**src/hdl/ott_pkg.sv**
```systemverilog
// ----------------------------------------------------------------------------
// ott_pkg: shared types and constants of the object track table
// Register indexes, codes, widths, the front-to-back request struct and the result struct.
// ----------------------------------------------------------------------------
package ott_pkg;

	localparam int TableDepth = 16;
	localparam int IdxW = (TableDepth > 1) ? $clog2(TableDepth) : 1;
	localparam int CntW = $clog2(TableDepth + 1);

	localparam logic [2:0] RegMinRadius   = 3'd0;
	localparam logic [2:0] RegImageWidth  = 3'd1;
	localparam logic [2:0] RegImageHeight = 3'd2;
	localparam logic [2:0] RegMaxLost     = 3'd3;
	localparam logic [2:0] RegMinKnown    = 3'd4;

	localparam logic [1:0] KindStatus = 2'd0;
	localparam logic [1:0] KindObject = 2'd1;
	localparam logic [1:0] KindNone   = 2'd2;

	localparam logic [1:0] StOutside = 2'd0;
	localparam logic [1:0] StMatched = 2'd1;
	localparam logic [1:0] StNew     = 2'd2;
	localparam logic [1:0] StFull    = 2'd3;

	// classified request from front to back
	typedef struct packed {
		logic        eof;     // end of frame
		logic        in_area; // detection in accepted area
		logic [11:0] x;
		logic [11:0] y;
		logic [15:0] rad_sq;
		logic [31:0] now;
	} req_t;

	typedef struct packed {
		logic [1:0]  kind;
		logic [1:0]  status;
		logic [15:0] id;
		logic [11:0] x;
		logic [11:0] y;
		logic        last;
	} res_t;

endpackage

```
**src/hdl/object_track_table_core.sv**
```systemverilog
// ----------------------------------------------------------------------------
// object_track_table_core: nearest-neighbor object track table
// Tracks detected objects, matches by radius, evicts on timeout at frame end.
// ----------------------------------------------------------------------------
//  channel | dir | handshake      | payload
//  s_axis  | in  | tvalid/tready  | tdata det, tuser cmd
//  m_axis  | out | tvalid/tready  | tdata result, tuser out_kind, tlast
//  cfg     | in  | cfg_valid/rdy  | cfg_index, cfg_data
// Steps: a detection in the area takes the back sequencer through IDLE, a scan
// of the slots up to a match, and DONE; one outside the area goes from IDLE to
// DONE. An end of frame passes IDLE, the slots in EOF with a HOLD per reported
// object after the first, EMIT and DONE.
// Reset clears the valid bits at once, no sweep.
// A stalled m_axis stalls the back sequencer; the front keeps taking requests
// until its register and the two-entry queue are full.
module object_track_table_core (
	input  logic        clk,
	input  logic        arst_n,
	input  logic        s_axis_tvalid,
	output logic        s_axis_tready,
	input  logic [63:0] s_axis_tdata,   // det_x, det_row, det_radius, now_seconds
	input  logic        s_axis_tuser,   // cmd
	output logic        m_axis_tvalid,
	input  logic        m_axis_tready,
	output logic [47:0] m_axis_tdata,   // det_status, obj_id, obj_x, obj_y
	output logic [1:0]  m_axis_tuser,   // out_kind
	output logic        m_axis_tlast,
	input  logic        cfg_valid,
	output logic        cfg_ready,
	input  logic [2:0]  cfg_index,
	input  logic [11:0] cfg_data
);
	import ott_pkg::*;

	logic [7:0]  min_radius_q, max_lost_q, min_known_q;
	logic [11:0] width_q, height_q;
	logic        f_valid, f_ready, q_valid, q_ready, r_valid;
	req_t        f_req, q_req;
	res_t        r;

	assign cfg_ready = 1'b1;

	always_ff @(posedge clk or negedge arst_n) begin
		if (!arst_n) begin
			min_radius_q <= 8'd10;
			width_q      <= 12'd640;
			height_q     <= 12'd480;
			max_lost_q   <= 8'd1;
			min_known_q  <= 8'd2;
		end else if (cfg_valid) begin
			case (cfg_index)
				RegMinRadius:   min_radius_q <= cfg_data[7:0];
				RegImageWidth:  width_q      <= cfg_data;
				RegImageHeight: height_q     <= cfg_data;
				RegMaxLost:     max_lost_q   <= cfg_data[7:0];
				RegMinKnown:    min_known_q  <= cfg_data[7:0];
				default: ;
			endcase
		end
	end

	ott_front u_front (
		.clk, .arst_n,
		.in_valid(s_axis_tvalid), .in_ready(s_axis_tready),
		.in_cmd(s_axis_tuser), .in_x(s_axis_tdata[11:0]), .in_row(s_axis_tdata[23:12]),
		.in_rad(s_axis_tdata[31:24]), .in_now(s_axis_tdata[63:32]),
		.min_radius(min_radius_q), .image_width(width_q), .image_height(height_q),
		.req_valid(f_valid), .req_ready(f_ready), .req(f_req)
	);

	ott_fifo u_fifo (
		.clk, .arst_n,
		.wr_valid(f_valid), .wr_ready(f_ready), .wr_data(f_req),
		.rd_valid(q_valid), .rd_ready(q_ready), .rd_data(q_req)
	);

	ott_back u_back (
		.clk, .arst_n,
		.req_valid(q_valid), .req_ready(q_ready), .req(q_req),
		.max_lost_time(max_lost_q), .min_known_time(min_known_q),
		.res_valid(r_valid), .res_ready(m_axis_tready), .res(r)
	);

	assign m_axis_tvalid = r_valid;
	assign m_axis_tdata  = {6'd0, r.y, r.x, r.id, r.status};
	assign m_axis_tuser  = r.kind;
	assign m_axis_tlast  = r.last;

endmodule

```
**src/hdl/ott_front.sv**
```systemverilog
// ----------------------------------------------------------------------------
// ott_front: input stage
// Flips row to y, checks the accepted area, squares the radius.
// ----------------------------------------------------------------------------
module ott_front (
	input  logic            clk,
	input  logic            arst_n,
	input  logic            in_valid,
	output logic            in_ready,
	input  logic            in_cmd,
	input  logic [11:0]     in_x,
	input  logic [11:0]     in_row,
	input  logic [7:0]      in_rad,
	input  logic [31:0]     in_now,
	input  logic [7:0]      min_radius,
	input  logic [11:0]     image_width,
	input  logic [11:0]     image_height,
	output logic            req_valid,
	input  logic            req_ready,
	output ott_pkg::req_t   req
);
	import ott_pkg::*;

	logic        y_neg;
	logic [12:0] y_full;
	logic [12:0] lim_h, lim_w;
	req_t        req_q;
	logic        valid_q;

	assign y_full = {1'b0, image_height} - {1'b0, in_row};
	assign y_neg  = y_full[12];
	assign lim_h  = {1'b0, image_height} - {5'd0, min_radius};
	assign lim_w  = {1'b0, image_width} - {5'd0, min_radius};

	assign in_ready  = !valid_q || req_ready;
	assign req_valid = valid_q;
	assign req       = req_q;

	always_ff @(posedge clk or negedge arst_n) begin
		if (!arst_n) begin
			valid_q <= 1'b0;
		end else if (in_ready) begin
			valid_q <= in_valid;
		end
	end

	always_ff @(posedge clk) begin
		if (in_ready && in_valid) begin
			req_q.eof    <= in_cmd;
			req_q.x      <= in_x;
			req_q.y      <= y_neg ? 12'd0 : y_full[11:0];
			// lim_h/lim_w may wrap negative: compare as signed 13-bit
			req_q.in_area <= !y_neg && ($signed(y_full) < $signed(lim_h))
				&& ({1'b0, in_x} > {5'd0, min_radius})
				&& ($signed({1'b0, in_x}) < $signed(lim_w));
			req_q.rad_sq <= {8'd0, in_rad} * {8'd0, in_rad};
			req_q.now    <= in_now;
		end
	end

endmodule

```
**src/hdl/ott_fifo.sv**
```systemverilog
// ----------------------------------------------------------------------------
// ott_fifo: two-entry request queue between front and back
// ----------------------------------------------------------------------------
module ott_fifo (
	input  logic          clk,
	input  logic          arst_n,
	input  logic          wr_valid,
	output logic          wr_ready,
	input  ott_pkg::req_t wr_data,
	output logic          rd_valid,
	input  logic          rd_ready,
	output ott_pkg::req_t rd_data
);
	import ott_pkg::*;

	req_t       mem_q [2];
	logic       wp_q, rp_q;
	logic [1:0] cnt_q;
	logic       wr, rd;

	assign wr_ready = cnt_q != 2'd2;
	assign rd_valid = cnt_q != 2'd0;
	assign rd_data  = mem_q[rp_q];
	assign wr = wr_valid && wr_ready;
	assign rd = rd_valid && rd_ready;

	always_ff @(posedge clk or negedge arst_n) begin
		if (!arst_n) begin
			wp_q  <= 1'b0;
			rp_q  <= 1'b0;
			cnt_q <= 2'd0;
		end else begin
			if (wr) wp_q <= ~wp_q;
			if (rd) rp_q <= ~rp_q;
			cnt_q <= cnt_q + {1'b0, wr} - {1'b0, rd};
		end
	end

	always_ff @(posedge clk) begin
		if (wr) mem_q[wp_q] <= wr_data;
	end

endmodule

```
**src/hdl/ott_back.sv**
```systemverilog
// ----------------------------------------------------------------------------
// ott_back: table sequencer
// Scans the entries one per cycle to match, allocate, evict and report; at frame end it pauses in HOLD per report.
// ----------------------------------------------------------------------------
module ott_back (
	input  logic          clk,
	input  logic          arst_n,
	input  logic          req_valid,
	output logic          req_ready,
	input  ott_pkg::req_t req,
	input  logic [7:0]    max_lost_time,
	input  logic [7:0]    min_known_time,
	output logic          res_valid,
	input  logic          res_ready,
	output ott_pkg::res_t res
);
	import ott_pkg::*;

	localparam logic [2:0] S_IDLE = 3'd0;
	localparam logic [2:0] S_SCAN = 3'd1;
	localparam logic [2:0] S_DONE = 3'd2;
	localparam logic [2:0] S_EOF  = 3'd3;
	localparam logic [2:0] S_HOLD = 3'd4;
	localparam logic [2:0] S_EMIT = 3'd5;

	logic [2:0]      state_q;
	logic [IdxW-1:0] idx_q;
	logic [TableDepth-1:0] valid_q;
	logic [11:0]     ex_q [TableDepth];
	logic [11:0]     ey_q [TableDepth];
	logic [15:0]     eid_q [TableDepth];
	logic [31:0]     efs_q [TableDepth];
	logic [31:0]     els_q [TableDepth];
	logic [15:0]     next_id_q;
	logic            free_found_q;
	logic [IdxW-1:0] free_q;
	logic            any_q;
	res_t            pend_q;
	res_t            res_q;
	logic            out_q;

	logic signed [12:0] dx, dy;
	logic [25:0]     dx_sq, dy_sq, dist_sq;
	logic            hit, is_last, ok;
	logic [31:0]     lost, known;

	assign dx   = $signed({1'b0, ex_q[idx_q]}) - $signed({1'b0, req.x});
	assign dy   = $signed({1'b0, ey_q[idx_q]}) - $signed({1'b0, req.y});
	assign dx_sq = 26'(dx) * 26'(dx);
	assign dy_sq = 26'(dy) * 26'(dy);
	assign dist_sq = dx_sq + dy_sq;
	assign hit  = valid_q[idx_q] && (dist_sq < {10'd0, req.rad_sq});
	assign is_last = idx_q == IdxW'(TableDepth - 1);
	assign lost  = req.now - els_q[idx_q];
	assign known = els_q[idx_q] - efs_q[idx_q];
	assign ok = valid_q[idx_q] && (lost < {24'd0, max_lost_time})
		&& (known >= {24'd0, min_known_time});

	assign req_ready = state_q == S_DONE && !out_q;
	assign res_valid = out_q;
	assign res       = res_q;

	always_ff @(posedge clk or negedge arst_n) begin
		if (!arst_n) begin
			state_q   <= S_IDLE;
			valid_q   <= '0;
			next_id_q <= 16'd0;
			out_q     <= 1'b0;
			idx_q     <= '0;
		end else begin
			if (out_q && res_ready) out_q <= 1'b0;
			unique case (state_q)
				S_IDLE: begin
					idx_q <= '0;
					free_found_q <= 1'b0;
					any_q <= 1'b0;
					if (req_valid && !out_q) begin
						if (req.eof) begin
							state_q <= S_EOF;
						end else if (!req.in_area) begin
							res_q   <= '{KindStatus, StOutside, 16'd0, req.x, req.y, 1'b1};
							out_q   <= 1'b1;
							state_q <= S_DONE;
						end else begin
							state_q <= S_SCAN;
						end
					end
				end
				S_SCAN: begin
					if (!valid_q[idx_q] && !free_found_q) begin
						free_found_q <= 1'b1;
						free_q <= idx_q;
					end
					if (hit) begin
						ex_q[idx_q]  <= req.x;
						ey_q[idx_q]  <= req.y;
						els_q[idx_q] <= req.now;
						res_q <= '{KindStatus, StMatched, eid_q[idx_q], req.x, req.y, 1'b1};
						out_q <= 1'b1;
						state_q <= S_DONE;
					end else if (is_last) begin
						if (free_found_q || !valid_q[idx_q]) begin
							ex_q[free_found_q ? free_q : idx_q]  <= req.x;
							ey_q[free_found_q ? free_q : idx_q]  <= req.y;
							eid_q[free_found_q ? free_q : idx_q] <= next_id_q;
							efs_q[free_found_q ? free_q : idx_q] <= req.now;
							els_q[free_found_q ? free_q : idx_q] <= req.now;
							valid_q[free_found_q ? free_q : idx_q] <= 1'b1;
							next_id_q <= next_id_q + 16'd1;
							res_q <= '{KindStatus, StNew, next_id_q, req.x, req.y, 1'b1};
						end else begin
							res_q <= '{KindStatus, StFull, 16'd0, req.x, req.y, 1'b1};
						end
						out_q <= 1'b1;
						state_q <= S_DONE;
					end else begin
						idx_q <= idx_q + IdxW'(1);
					end
				end
				S_EOF: begin
					// evict stale; report known, one slot per step; the
					// candidate waits in pend_q until the next one is found
					if (valid_q[idx_q] && !(lost < {24'd0, max_lost_time}))
						valid_q[idx_q] <= 1'b0;
					if (ok) begin
						if (any_q) begin
							res_q <= pend_q;
							out_q <= 1'b1;
							state_q <= S_HOLD;
						end
						pend_q <= '{KindObject, StOutside, eid_q[idx_q], ex_q[idx_q],
							ey_q[idx_q], 1'b0};
						any_q <= 1'b1;
					end
					// HOLD moves on to the next slot, or to EMIT after the last, once the result is taken
					if (!(ok && any_q)) begin
						if (is_last) state_q <= S_EMIT;
						else idx_q <= idx_q + IdxW'(1);
					end
				end
				S_HOLD: begin
					if (!out_q || res_ready) begin
						if (is_last) begin
							state_q <= S_EMIT;
						end else begin
							idx_q <= idx_q + IdxW'(1);
							state_q <= S_EOF;
						end
					end
				end
				S_EMIT: begin
					if (!out_q || res_ready) begin
						if (any_q)
							res_q <= '{pend_q.kind, pend_q.status, pend_q.id,
								pend_q.x, pend_q.y, 1'b1};
						else
							res_q <= '{KindNone, StOutside, 16'd0, 12'd0, 12'd0, 1'b1};
						out_q <= 1'b1;
						state_q <= S_DONE;
					end
				end
				S_DONE: begin
					if (!out_q) state_q <= S_IDLE;
				end
				default: state_q <= S_IDLE;
			endcase
		end
	end

endmodule

```
**config.mk**
```make
export PLATFORM = sky130hd
export DESIGN_NAME = object_track_table_core
export DESIGN_NICKNAME = d
export VERILOG_FILES = /design/src/hdl/ott_pkg.sv /design/src/hdl/object_track_table_core.sv /design/src/hdl/ott_front.sv /design/src/hdl/ott_fifo.sv /design/src/hdl/ott_back.sv
export SDC_FILE = /design/constraint.sdc
export NUM_CORES = 2
export LEC_CHECK = 0
export BUFFER_PORTS_ARGS = -buffer_cell sky130_fd_sc_hd__clkbuf_2
export CELL_PAD_IN_SITES_DETAIL_PLACEMENT = 2
export CELL_PAD_IN_SITES_GLOBAL_PLACEMENT = 2
export CORE_MARGIN = 3
export CORE_UTILIZATION = 35
export CTS_CLUSTER_DIAMETER = 40
export DETAILED_ROUTE_END_ITERATION = 8
export GPL_TIMING_DRIVEN = 0
export PLACE_DENSITY_LB_ADDON = 0.05
export REMOVE_ABC_BUFFERS = 1
export SYNTH_ARGS = -nofsm -noshare
export SYNTH_HDL_FRONTEND = slang
export SYNTH_SLANG_ARGS = --single-unit
```
**constraint.sdc**
```tcl
create_clock -name clk -period 54.2 [get_ports clk]
set_input_delay 10.84 -clock clk [delete_from_list [all_inputs] [get_ports clk]]
set_output_delay 10.84 -clock clk [all_outputs]
set_load 0.01 [all_outputs]
```
==> results.yml <==
sta:
  layout_min_cycle_time_ns: 18.08
  min_period_over_period_pct: 33.4
  hold_viol_final: 0
  max-slew-margin-rel_pct: 4.32
  totalNegativeSetupSlack_ns: 0
  skew_ns: 0.0745
  fmax_mhz: 55.3
  slew_violations: 0
  setup_violations: 0
  tightest_slew_ns: 1.43
  rsz0062_at_grt: "false"
yosys:
  synth_enable_flop_cells: 1974
  synthDistinctLibCells: 87
  syn_area_per_cell_sq_um: 16.7
  synthArstFlopShare_pct: 4.50
  ys.flop_type: "edfxtp_1"
  synth.ff_latch_count: 2067
  ys_seq_area_share_pct: 62.3
  ys_warn_count: 0
  synthCells: 5913
  syn_area_sq_mm: 0.0989
worst_setup_path:
  arrival_ns: 18.66
  path_max_fanout: 32
  regToRegEndpoint: "u_back.els_q[5][4]$_DFFE_PP_"
  crit_slowest_cell: "xor2_1"
  slowest_delay_ns: 0.98
  critPathLaunchType: "register"
  crit_required_ns: 54.78
  reg2regPathDepth: 51
  r2r_slack_ns: 36.12
  r2r_start: "u_back.idx_q[0]$_DFFE_PN0P_"
  criticalPathCategory: "register to register"
  end_kind: "register"
  endpoint: "u_back.els_q[5][4]$_DFFE_PP_"
  crit_start: "u_back.idx_q[0]$_DFFE_PN0P_"
floorplanning:
  die_y_microns: 538
  row_count: 194
  design.core.area_sq_mm: 0.280
  io_pins: 139
  die_w_microns: 538
  die_area_sq_mm: 0.289
  start_util_pct: 35.3
grt:
  grt_pass1_wl_microns: 450000
  antenna_found_initial: 11
  first_global_vias: 62200
  grt-ovfl-total: 0
  grt_usage_pct: 21.4
  grt_start_max_net_pins: 64
placed_design:
  hpwl_microns: 212000
  portBuffers: 131
  place_congestion: 0.771
run:
  max_cap_violations: 0
cts:
  ctsLongestPathBuffers: 4
  ctsResizeCount: 0
  cts_tree: "yes"
  cts_root_buf: "clkbuf_16"
  clk_pin_slew_ns: 0.05
  cts_buffers: 358
  h-tree-depth: 5
  holdBufCountCts: 0
  cts_sinks: 2067
  insertion_delay_ns: 0.92
  cts_setup_buffers: 0
routing:
  vias: 54900
  drtPass1Iterations: 7
  viasPerCell: 5.28
  wl_per_cell_microns: 29.6
  drt-total-wl_microns: 308000
  drtAntennaViolNets: 0
  drc_errors: 0
  initialDrtViolationCount: 4186
hold_path:
  min_path_type: "register to register"
finish:
  syn2layout_area_growth_pct: 21.2
  drive_above_1_share_pct: 23.7
  fin_nets: 7141
status:
  status: "completed"
==> kinds of logic after synthesis <==
group | share of synthesized area, %
XOR/XNOR | 1.32
buffers and inverters | 3.34
other | 0.00759
AO/OA/AOI/OAI | 4.24
adder cells (fa/ha/maj) | 11.5
flip-flops | 62.3
AND/OR/NAND/NOR | 4.03
multiplexers | 13.3
==> synth_stat cells (9+ instances only) <==
library cell / number / area share, %
or2_2: 10 / 0.063
clkbuf_1: 140 / 0.53
a31oi_1: 15 / 0.095
nand4_1: 39 / 0.25
a2111oi_0: 9 / 0.080
a21boi_0: 18 / 0.14
and3_1: 21 / 0.13
buf_4: 10 / 0.076
o31ai_1: 15 / 0.11
nor2_1: 231 / 0.88
a21oi_1: 150 / 0.76
o22ai_1: 14 / 0.089
buf_1: 49 / 0.19
nand3_1: 38 / 0.19
clkinv_1: 10 / 0.038
xor2_1: 37 / 0.33
a21o_1: 43 / 0.33
nor2b_1: 32 / 0.20
a22oi_1: 22 / 0.17
nand2_1: 296 / 1.1
xnor2_1: 104 / 0.92
o21ai_1: 9 / 0.046
mux2_2: 70 / 0.80
mux2i_1: 57 / 0.58
dfstp_2: 10 / 0.27
o21ai_0: 154 / 0.78
and2_1: 40 / 0.25
ha_1: 321 / 4.1
mux4_2: 521 / 12
o21a_1: 39 / 0.30
nor4_1: 11 / 0.070
o21bai_1: 16 / 0.12
a211oi_1: 22 / 0.17
dfrtp_1: 83 / 2.1
or4_1: 12 / 0.091
inv_1: 648 / 2.5
nor3_1: 44 / 0.22
o211ai_1: 33 / 0.25
buf_2: 9 / 0.046
edfxtp_1: 1974 / 60
or3_1: 11 / 0.070
nand2b_1: 36 / 0.23
fa_1: 367 / 7.4
==> worst min-delay path by stage <==
stage,start,endpoint,slack [ns],cells past startpoint
3_5_place_dp,u_front.req[52]$_SDFFCE_PN0P_,u_fifo.mem_q[0][52]$_DFFE_PP_,0.43,0
5_1_grt,u_front.req[65]$_DFFE_PP_,u_fifo.mem_q[1][65]$_DFFE_PP_,0.44,0
6_report,u_front.req[53]$_SDFFCE_PN0P_,u_fifo.mem_q[0][53]$_DFFE_PP_,0.43,0
3_3_place_gp,u_front.req[64]$_DFFE_PP_,u_fifo.mem_q[0][64]$_DFFE_PP_,0.42,0
4_1_cts,u_front.req[65]$_DFFE_PP_,u_fifo.mem_q[1][65]$_DFFE_PP_,0.43,0
2_1_floorplan,u_front.req[0]$_DFFE_PP_,u_fifo.mem_q[0][0]$_DFFE_PP_,0.42,0
==> final cells by class <==
class / count / area [sq um]
fillers: 26300 / 160000
flip-flops and latches: 2067 / 61600
multi-input cells: 2986 / 34400
clock buffers: 400 / 9210
well taps: 3724 / 4660
repair buffers: 297 / 4300
clock inverters: 263 / 3170
inverters: 658 / 2470
diodes: 3 / 7.51
==> per-layer routing <==
metal  part of all wire (%)  up-vias  track usage (%)
met4                    2.1        0             4.88
li1                       -    23500                -
met3                    3.5      376             2.56
met5                      0        -                0
met2                     49     1044             35.4
met1                     46    30000             30.2
==> sequential cells by signal, indices dropped and copies added (netlist names), 2 cells and up <==
name and cells:
u_back.efs_q 512, u_back.res 45, u_back.ex_q 192, u_back.eid_q 256, min_known_q 8, u_back.els_q 512, width_q 12, u_back.ey_q 192
u_back.idx_q 4, u_front.req 73, u_back.free_q 4, u_fifo.mem_q 146, u_back.valid_q 16, u_back.next_id_q 16, height_q 12, max_lost_q 8
min_radius_q 8, u_back.state_q 3, u_back.pend_q 40, u_fifo.cnt_q 2
==> metrics by stage <==
stage / instance area [sq um] / util [%] / cells / hold WS, ns / setup WS, ns
3_5_place_dp: 107000 / 38.3 / 9730 / 0.432 / 35.83
4_1_cts: 120000 / 42.8 / 10400 / 0.425 / 35.68
2_1_floorplan: 98100 / - / 5711 / 0.421 / 22.56
6_report: 120000 / 42.8 / 10400 / 0.427 / 36.12
3_3_place_gp: 103000 / 36.9 / 9566 / 0.424 / -28.70
5_1_grt: 120000 / 42.8 / 10400 / 0.438 / 34.82
==> layout by cell type (no fill, tap or decap), types with 57 or more instances in the layout <==
master        n
edfxtp_1   1974
inv_1       648
mux4_2      521
fa_1        367
clkbuf_16   360
ha_1        321
nand2_1     296
nor2_1      204
o21ai_0     154
a21oi_1     144
clkbuf_2    130
xnor2_1      99
buf_12       87
dfrtp_1      78
mux2_2       70
buf_16       61
clkinv_2     58
mux2i_1      57
==> worst max-delay path, delay by kind of cell (launching register included) <==
family | cells | cell delay, ns
AO/OA/AOI/OAI | 15 | 4.19
XOR/XNOR | 2 | 1.11
buffers and inverters | 13 | 2.60
multiplexers | 2 | 1.05
adder cells (fa/ha/maj) | 10 | 3.97
AND/OR/NAND/NOR | 9 | 3.77
flip-flops | 1 | 0.90
Power is left out: the tool's default activity adds up to more than one toggle a clock period on the data nets, which glitch-free logic cannot reach.
